<file path="config.mk">
export PLATFORM = sky130hd
export DESIGN_NAME = stream_group_reverser
export DESIGN_NICKNAME = d
export VERILOG_FILES = /design/src/design/sgr_pkg.sv /design/src/design/sgr_cmdq.sv /design/src/design/sgr_front.sv /design/src/design/sgr_back.sv /design/src/design/stream_group_reverser.sv
export SDC_FILE = /design/constraint.sdc
export NUM_CORES = 2
export LEC_CHECK = 0
export BUFFER_PORTS_ARGS = -buffer_cell sky130_fd_sc_hd__clkbuf_2
export CAP_MARGIN = 20
export CORE_MARGIN = 2
export CORE_UTILIZATION = 55
export CTS_BUF_LIST = sky130_fd_sc_hd__clkbuf_16
export DETAILED_ROUTE_END_ITERATION = 16
export GPL_TIMING_DRIVEN = 0
export PLACE_DENSITY = 0.71
export SKIP_LAST_GASP = 1
export SLEW_MARGIN = 5
export SYNTH_ARGS = -nofsm -noshare
export SYNTH_HDL_FRONTEND = slang
export SYNTH_SLANG_ARGS = --single-unit
export TNS_END_PERCENT = 10
</file>
<file path="constraint.sdc">
create_clock -name clk -period 5.35 [get_ports clk]
set_input_delay 1.07 -clock clk [delete_from_list [all_inputs] [get_ports clk]]
set_output_delay 1.07 -clock clk [all_outputs]
set_load 0.03 [all_outputs]
</file>
<file path="src/design/sgr_pkg.sv">
// shared constants for the stream group reverser
package sgr_pkg;

  localparam int VAL_W = 32;   // width of one stream value
  localparam int CFG_W = 5;    // width of the group size register

endpackage

</file>
<file path="src/design/sgr_cmdq.sv">
// two-entry command queue between the front and back parts
module sgr_cmdq
  import sgr_pkg::*;
#(
  parameter int DATA_W = 7
) (
  input  logic              clk,
  input  logic              rst_n,
  input  logic              push,
  input  logic [DATA_W-1:0] push_data,
  output logic              full,
  input  logic              pop,
  output logic [DATA_W-1:0] head_data,
  output logic              empty
);

  logic [DATA_W-1:0] slot_r [2];
  logic              wr_ptr_r, wr_ptr_nxt;
  logic              rd_ptr_r, rd_ptr_nxt;
  logic [1:0]        cnt_r, cnt_nxt;
  logic              do_push, do_pop;

  assign full      = (cnt_r == 2'd2);
  assign empty     = (cnt_r == 2'd0);
  assign head_data = slot_r[rd_ptr_r];
  assign do_push   = push & ~full;
  assign do_pop    = pop & ~empty;

  always_comb begin
    wr_ptr_nxt = do_push ? ~wr_ptr_r : wr_ptr_r;
    rd_ptr_nxt = do_pop ? ~rd_ptr_r : rd_ptr_r;
    cnt_nxt    = cnt_r + {1'b0, do_push} - {1'b0, do_pop};
  end

  always_ff @(posedge clk) begin
    if (!rst_n) begin
      wr_ptr_r <= 1'b0;
      rd_ptr_r <= 1'b0;
      cnt_r    <= 2'd0;
    end else begin
      wr_ptr_r <= wr_ptr_nxt;
      rd_ptr_r <= rd_ptr_nxt;
      cnt_r    <= cnt_nxt;
    end
  end

  always_ff @(posedge clk) begin
    if (do_push) begin
      slot_r[wr_ptr_r] <= push_data;
    end
  end

endmodule

</file>
<file path="src/design/sgr_front.sv">
// front part: takes values, fills the current bank and closes groups
module sgr_front
  import sgr_pkg::*;
#(
  parameter int MAX_GROUP = 16,
  parameter int AW        = 4,
  parameter int CNT_W     = 5
) (
  input  logic                    clk,
  input  logic                    rst_n,
  input  logic [CFG_W-1:0]        group_size,
  input  logic                    in_push,
  output logic                    in_full,
  input  logic signed [VAL_W-1:0] in_item_value,
  input  logic                    in_is_final,
  input  logic                    cmd_full,
  output logic                    cmd_push,
  output logic [CNT_W+1:0]        cmd_data,
  output logic                    wr_en,
  output logic [AW:0]             wr_addr,
  output logic [VAL_W-1:0]        wr_data
);

  localparam int CMP_W = (CNT_W > CFG_W) ? CNT_W : CFG_W;

  typedef struct packed {
    logic [CNT_W-1:0] count;
    logic             rev;
    logic             fin;
  } cmd_t;

  logic [AW-1:0]    fill_r, fill_nxt;
  logic             bank_r, bank_nxt;
  logic             accept;
  logic [CNT_W-1:0] n;
  logic [CMP_W-1:0] cfg_ext, max_ext, n_ext, size_eff;
  logic             trigger, close;
  cmd_t             cmd;

  assign in_full = cmd_full;
  assign accept  = in_push & ~cmd_full;

  // held count including the value arriving now
  assign n       = CNT_W'(fill_r) + CNT_W'(1);
  assign n_ext   = CMP_W'(n);
  assign cfg_ext = CMP_W'(group_size);
  assign max_ext = CMP_W'(MAX_GROUP);

  always_comb begin
    priority if (cfg_ext == '0) begin
      size_eff = CMP_W'(1);
    end else if (cfg_ext > max_ext) begin
      size_eff = max_ext;
    end else begin
      size_eff = cfg_ext;
    end
  end

  assign trigger = (n_ext >= size_eff);
  assign close   = trigger | in_is_final;

  always_comb begin
    cmd.count = n;
    cmd.rev   = trigger;
    cmd.fin   = in_is_final;
  end

  assign cmd_push = accept & close;
  assign cmd_data = cmd;
  assign wr_en    = accept;
  assign wr_addr  = {bank_r, fill_r};
  assign wr_data  = in_item_value;

  always_comb begin
    fill_nxt = fill_r;
    bank_nxt = bank_r;
    if (accept) begin
      if (close) begin
        fill_nxt = '0;
        bank_nxt = ~bank_r;
      end else begin
        fill_nxt = fill_r + AW'(1);
      end
    end
  end

  always_ff @(posedge clk) begin
    if (!rst_n) begin
      fill_r <= '0;
      bank_r <= 1'b0;
    end else begin
      fill_r <= fill_nxt;
      bank_r <= bank_nxt;
    end
  end

endmodule

</file>
<file path="src/design/sgr_back.sv">
// back part: group memory, drain sequencer and result queue
module sgr_back
  import sgr_pkg::*;
#(
  parameter int AW    = 4,
  parameter int CNT_W = 5
) (
  input  logic                    clk,
  input  logic                    rst_n,
  input  logic                    wr_en,
  input  logic [AW:0]             wr_addr,
  input  logic [VAL_W-1:0]        wr_data,
  input  logic                    cmd_empty,
  output logic                    cmd_pop,
  input  logic [CNT_W+1:0]        cmd_data,
  output logic                    out_empty,
  input  logic                    out_pop,
  output logic signed [VAL_W-1:0] out_value,
  output logic                    out_run_last,
  output logic                    out_sequence_last
);

  localparam int DEPTH    = 2 ** (AW + 1);
  localparam int OQ_DEPTH = 4;

  typedef struct packed {
    logic [CNT_W-1:0] count;
    logic             rev;
    logic             fin;
  } cmd_t;

  logic [VAL_W-1:0] mem [DEPTH];

  cmd_t             cmd;
  logic [CNT_W-1:0] k_r, k_nxt;
  logic             rd_bank_r, rd_bank_nxt;
  logic             last;
  logic [CNT_W-1:0] idx;
  logic [AW:0]      rd_addr;
  logic             room, issue;

  logic [VAL_W-1:0] rd_data_r;
  logic             rd_vld_r;
  logic             rd_run_r, rd_seq_r;

  logic [VAL_W-1:0] oq_val_r [OQ_DEPTH];
  logic             oq_run_r [OQ_DEPTH];
  logic             oq_seq_r [OQ_DEPTH];
  logic [1:0]       oq_wr_r, oq_wr_nxt;
  logic [1:0]       oq_rd_r, oq_rd_nxt;
  logic [2:0]       oq_cnt_r, oq_cnt_nxt;
  logic             oq_pop;

  assign cmd  = cmd_t'(cmd_data);
  assign last = (k_r == cmd.count - CNT_W'(1));
  assign idx  = cmd.rev ? (cmd.count - CNT_W'(1) - k_r) : k_r;
  assign rd_addr = {rd_bank_r, idx[AW-1:0]};

  // leave space for the read already in flight
  assign room    = ({1'b0, oq_cnt_r} + {3'b000, rd_vld_r}) < 4'(OQ_DEPTH);
  assign issue   = ~cmd_empty & room;
  assign cmd_pop = issue & last;

  always_comb begin
    k_nxt       = k_r;
    rd_bank_nxt = rd_bank_r;
    if (issue) begin
      if (last) begin
        k_nxt       = '0;
        rd_bank_nxt = ~rd_bank_r;
      end else begin
        k_nxt = k_r + CNT_W'(1);
      end
    end
  end

  always_ff @(posedge clk) begin
    if (wr_en) begin
      mem[wr_addr] <= wr_data;
    end
  end

  always_ff @(posedge clk) begin
    if (issue) begin
      rd_data_r <= mem[rd_addr];
      rd_run_r  <= last;
      rd_seq_r  <= last & cmd.fin;
    end
  end

  // result queue
  assign oq_pop    = out_pop & ~out_empty;
  assign out_empty = (oq_cnt_r == 3'd0);
  assign out_value         = oq_val_r[oq_rd_r];
  assign out_run_last      = oq_run_r[oq_rd_r];
  assign out_sequence_last = oq_seq_r[oq_rd_r];

  always_comb begin
    oq_wr_nxt  = rd_vld_r ? oq_wr_r + 2'd1 : oq_wr_r;
    oq_rd_nxt  = oq_pop ? oq_rd_r + 2'd1 : oq_rd_r;
    oq_cnt_nxt = oq_cnt_r + {2'b00, rd_vld_r} - {2'b00, oq_pop};
  end

  always_ff @(posedge clk) begin
    if (rd_vld_r) begin
      oq_val_r[oq_wr_r] <= rd_data_r;
      oq_run_r[oq_wr_r] <= rd_run_r;
      oq_seq_r[oq_wr_r] <= rd_seq_r;
    end
  end

  always_ff @(posedge clk) begin
    if (!rst_n) begin
      k_r       <= '0;
      rd_bank_r <= 1'b0;
      rd_vld_r  <= 1'b0;
      oq_wr_r   <= 2'd0;
      oq_rd_r   <= 2'd0;
      oq_cnt_r  <= 3'd0;
    end else begin
      k_r       <= k_nxt;
      rd_bank_r <= rd_bank_nxt;
      rd_vld_r  <= issue;
      oq_wr_r   <= oq_wr_nxt;
      oq_rd_r   <= oq_rd_nxt;
      oq_cnt_r  <= oq_cnt_nxt;
    end
  end

endmodule

</file>
<file path="src/design/stream_group_reverser.sv">
// top level of the stream group reverser
//
//   channel  ports                                        transaction when
//   cfg      cfg_wr_en, cfg_wr_data                       cfg_wr_en high
//   in       in_push, in_full, in_item_value, in_is_final in_push and not in_full
//   out      out_pop, out_empty, out_value, out_run_last,  out_pop and not out_empty
//            out_sequence_last
//
// one value is taken per cycle while not in_full; the back part emits one result per
// cycle from its memory read port while a command waits and the result queue has room
// two banks: one group fills while the previous one drains; in_full rises only
// when both banks hold closed groups not yet drained
// closed groups queue as commands; results pass a read register, then the result queue
// rst_n is synchronous; it empties both queues and sets the group size to 1
module stream_group_reverser
  import sgr_pkg::*;
#(
  parameter int MAX_GROUP = 16
) (
  input  logic                    clk,
  input  logic                    rst_n,
  input  logic                    cfg_wr_en,
  input  logic [CFG_W-1:0]        cfg_wr_data,
  input  logic                    in_push,
  output logic                    in_full,
  input  logic signed [VAL_W-1:0] in_item_value,
  input  logic                    in_is_final,
  output logic                    out_empty,
  input  logic                    out_pop,
  output logic signed [VAL_W-1:0] out_value,
  output logic                    out_run_last,
  output logic                    out_sequence_last
);

  localparam int AW    = (MAX_GROUP > 1) ? $clog2(MAX_GROUP) : 1;
  localparam int CNT_W = $clog2(MAX_GROUP + 1);
  localparam int CMD_W = CNT_W + 2;

  logic [CFG_W-1:0] group_size_r, group_size_nxt;

  logic             cmd_push, cmd_full, cmd_pop, cmd_empty;
  logic [CMD_W-1:0] cmd_in, cmd_head;
  logic             wr_en;
  logic [AW:0]      wr_addr;
  logic [VAL_W-1:0] wr_data;

  assign group_size_nxt = cfg_wr_en ? cfg_wr_data : group_size_r;

  always_ff @(posedge clk) begin
    if (!rst_n) begin
      group_size_r <= CFG_W'(1);
    end else begin
      group_size_r <= group_size_nxt;
    end
  end

  sgr_front #(
    .MAX_GROUP (MAX_GROUP),
    .AW        (AW),
    .CNT_W     (CNT_W)
  ) u_front (
    .clk           (clk),
    .rst_n         (rst_n),
    .group_size    (group_size_r),
    .in_push       (in_push),
    .in_full       (in_full),
    .in_item_value (in_item_value),
    .in_is_final   (in_is_final),
    .cmd_full      (cmd_full),
    .cmd_push      (cmd_push),
    .cmd_data      (cmd_in),
    .wr_en         (wr_en),
    .wr_addr       (wr_addr),
    .wr_data       (wr_data)
  );

  sgr_cmdq #(
    .DATA_W (CMD_W)
  ) u_cmdq (
    .clk       (clk),
    .rst_n     (rst_n),
    .push      (cmd_push),
    .push_data (cmd_in),
    .full      (cmd_full),
    .pop       (cmd_pop),
    .head_data (cmd_head),
    .empty     (cmd_empty)
  );

  sgr_back #(
    .AW    (AW),
    .CNT_W (CNT_W)
  ) u_back (
    .clk               (clk),
    .rst_n             (rst_n),
    .wr_en             (wr_en),
    .wr_addr           (wr_addr),
    .wr_data           (wr_data),
    .cmd_empty         (cmd_empty),
    .cmd_pop           (cmd_pop),
    .cmd_data          (cmd_head),
    .out_empty         (out_empty),
    .out_pop           (out_pop),
    .out_value         (out_value),
    .out_run_last      (out_run_last),
    .out_sequence_last (out_sequence_last)
  );

endmodule

</file>
==> impl_metrics.json <==
{
  "status": "completed",
  "cap_violations": 0,
  "postCtsSetupBuffers": 0,
  "crit_arrival_ns": 5.09,
  "wl_um": 109600,
  "avgViaCountPerCell": 6.199,
  "fin_cells": 4011,
  "grt_pass1_wl_um": 161200,
  "final_common_cell": "edfxtp_1",
  "cp_max_fo": 10,
  "hold_violations": 0,
  "grt_max_degree": 36,
  "tightest_slew_ns": 1.079,
  "cts_max_level": 3,
  "ys_seq_elements": 1239,
  "antenna_found_initial": 2,
  "maxSlewHeadroom": 0.2806,
  "row_count": 108,
  "num-fill-cells": 5861,
  "initial_core_util": 0.5556,
  "firstDrtPassIters": 6,
  "fin_setup_tns_ns": 0,
  "layout_common_cells": "edfxtp_1 (1208), mux2i_1 (270), mux2_2 (255)",
  "ys_types": 46,
  "powerDensity_mw_per_mm2": 512.3,
  "cts_hold_buffers": 0,
  "slew_viol_final": 0,
  "yosysWarningCount": 0,
  "reg2reg_slack_ns": 0.80,
  "hold_path_class": "reg2reg",
  "setup_viol": 0,
  "grtUsageTotal": 0.2441,
  "clkTransAtPathRegs_ns": 0.06,
  "worst_slack_ns": 0.8008,
  "clk_latency_ns": 0.71,
  "drive_above_1_share": 0.2383,
  "final_nets": 2822,
  "placedInstanceArea_mm2": 0.05108,
  "worstSetupStartpointType": "flop",
  "grt_overflow": 0,
  "clockRootBuffer": "clkbuf_16",
  "vias": 24860,
  "cts_tree": "built",
  "wl_per_cell_um": 27.32,
  "grt_pass1_vias": 25130,
  "design.core.area_mm2": 0.08675,
  "min_period_over_period": 0.8503,
  "ant_nets": 0,
  "synth_ff_type": "edfxtp_1",
  "ff2ff_path_depth": 12,
  "gp_congestion": 0.8537,
  "synth_edf_count": 1208,
  "die_width_um": 300.0,
  "cp_data_required_time_ns": 5.89,
  "timing.setup.critical_path_class": "reg2reg",
  "cts_buffers": 118,
  "syn-num-nets": 2589,
  "p_leak_uw": 0.01892,
  "ys_async_sr_fraction": 0,
  "pre_cts_ws_ns": 0.9159,
  "postSynthAreaPerCell_um2": 19.12,
  "period_needed_ns": 4.549,
  "ctsResizeCount": 0,
  "fp.dieH_um": 300.0,
  "port_buffers": 76,
  "netlist_area_mm2": 0.04820,
  "die_area_mm2": 0.09001,
  "yosysSeqAreaShare": 0.7655,
  "r2r_end": "u_back.rd_data_r[25]$_DFFE_PP_",
  "fin_hold_ws_ns": 0.4740,
  "end_kind": "flop",
  "place_inst": 3789,
  "synthCells": 2521,
  "syn2layout_area_growth_pct": 13.94,
  "drt_iter0_drc": 2793,
  "dp_hpwl_um": 72960,
  "rsz0062_at_grt": "no",
  "max-vdd-ir-drop_mv": 0.3700,
  "ios": 79,
  "clkSinkCount": 1239,
  "endpoint": "u_back.rd_data_r[25]$_DFFE_PP_",
  "drc": 0,
  "max_freq_mhz": 219.8,
  "design_area_mm2": 0.05491,
  "cts_buffer_depth": 3,
  "worst_clock_skew_ns": 0.02649
}
-- sequential cells by signal (all words and copies together), names as in the netlist, 4 cells and up, named ones only --
register	count
u_front.fill_r	4
group_size_r	5
u_back.mem	1024
u_back.oq_val_r	128
u_back.k_r	5
u_cmdq.slot_r	14
u_back.oq_seq_r	4
u_back.rd_data_r	32
u_back.oq_run_r	4
-- kinds of logic (layout without fill, tap and decap cells) --
group                    after synthesis  count (layout)  synth area share
AO/OA/AOI/OAI                        342             342           0.05701
XOR/XNOR                              21              21          0.003816
adder cells (fa/ha/maj)               25              25          0.006802
buffers and inverters                167             500           0.01721
flip-flops                          1239            1239            0.7655
multiplexers                         564             564            0.1330
other                                  0               2                 0
AND/OR/NAND/NOR                      163             163           0.01661
-- per-stage QoR --
stage,util,total power [uW]
floorplan,-,17090
finish,0.6330,28130
global route,0.6329,29030
detailed placement,0.5888,20130
CTS,0.6329,28220
global placement,0.5766,19870
-- critical path, cell delays in order, from the launching register on --
cell,delay (ns)
dfxtp_1,0.39
buf_4,0.22
mux2i_1,0.28
ha_1,0.30
fa_1,0.38
xnor2_1,0.15
mux2_2,0.32
nand2_1,0.11
buf_2,0.42
clkbuf_1,0.63
o221ai_1,0.28
a22oi_1,0.60
o211a_1,0.30
-- power by group --
group          switching, uW  leakage, uW  internal (uW)
registers                203       0.0111          11300
clock network           3480      0.00196           4660
logic                   5290      0.00581           3180
total                   8980       0.0189          19200
-- cell usage after synthesis, drive strengths merged, types with 4 or more instances --
| library cell | number | area (um2) |
|---|---|---|
| a21o | 5 | 37.54 |
| a221oi | 32 | 280.3 |
| xnor2 | 10 | 87.58 |
| dfxtp | 31 | 620.6 |
| a22oi | 128 | 960.9 |
| o22ai | 34 | 212.7 |
| clkbuf | 58 | 217.7 |
| and2 | 22 | 137.6 |
| o21ai | 6 | 30.02 |
| xor2 | 11 | 96.34 |
| o211a | 32 | 320.3 |
| mux4 | 34 | 765.7 |
| nor3 | 4 | 20.02 |
| nor2 | 46 | 172.7 |
| edfxtp | 1208 | 36270 |
| buf | 90 | 540.5 |
| ha | 23 | 287.8 |
| nand3 | 37 | 185.2 |
| mux2i | 271 | 2725 |
| o221ai | 96 | 840.8 |
| inv | 19 | 71.32 |
| mux2 | 259 | 2920 |
| nand2 | 25 | 93.84 |
| nor2b | 10 | 62.56 |
-- routing by layer --
metal	part of all wire	wire, um	track usage
met1	0.41	45060	0.3313
met2	0.48	52510	0.3945
met3	0.066	7179	0.04430
met4	0.044	4823	0.09952
met5	0.00010	11	0
-- worst min path at each step --
| stage | startpoint | end | slack, ns | cells past startpoint |
|---|---|---|---|---|
| final | group_size_r[0]$_SDFFE_PN1P_ | group_size_r[0]$_SDFFE_PN1P_ | 0.47 | 2 |
| after global routing | group_size_r[0]$_SDFFE_PN1P_ | group_size_r[0]$_SDFFE_PN1P_ | 0.50 | 2 |
| after CTS | group_size_r[0]$_SDFFE_PN1P_ | group_size_r[0]$_SDFFE_PN1P_ | 0.48 | 2 |
| after detailed placement | group_size_r[0]$_SDFFE_PN1P_ | group_size_r[0]$_SDFFE_PN1P_ | 0.46 | 2 |
| after global placement | group_size_r[0]$_SDFFE_PN1P_ | group_size_r[0]$_SDFFE_PN1P_ | 0.46 | 2 |
| after floorplan | group_size_r[0]$_SDFFE_PN1P_ | group_size_r[0]$_SDFFE_PN1P_ | 0.44 | 2 |
-- cell type report --
cell class,instances,area [um2],share of cell area
sequential,1239,36900,0.6719
multi-input combinational,1115,10720,0.1952
clock buffer,119,2978,0.05423
tap,1155,1445,0.02632
timing repair buffer,113,1196,0.02178
clock inverter,101,848.3,0.01545
buffer,148,758.2,0.01381
inverter,19,71.32,0.001299
antenna,2,5.005,0.00009114
(Power assumes the default switching activity.)
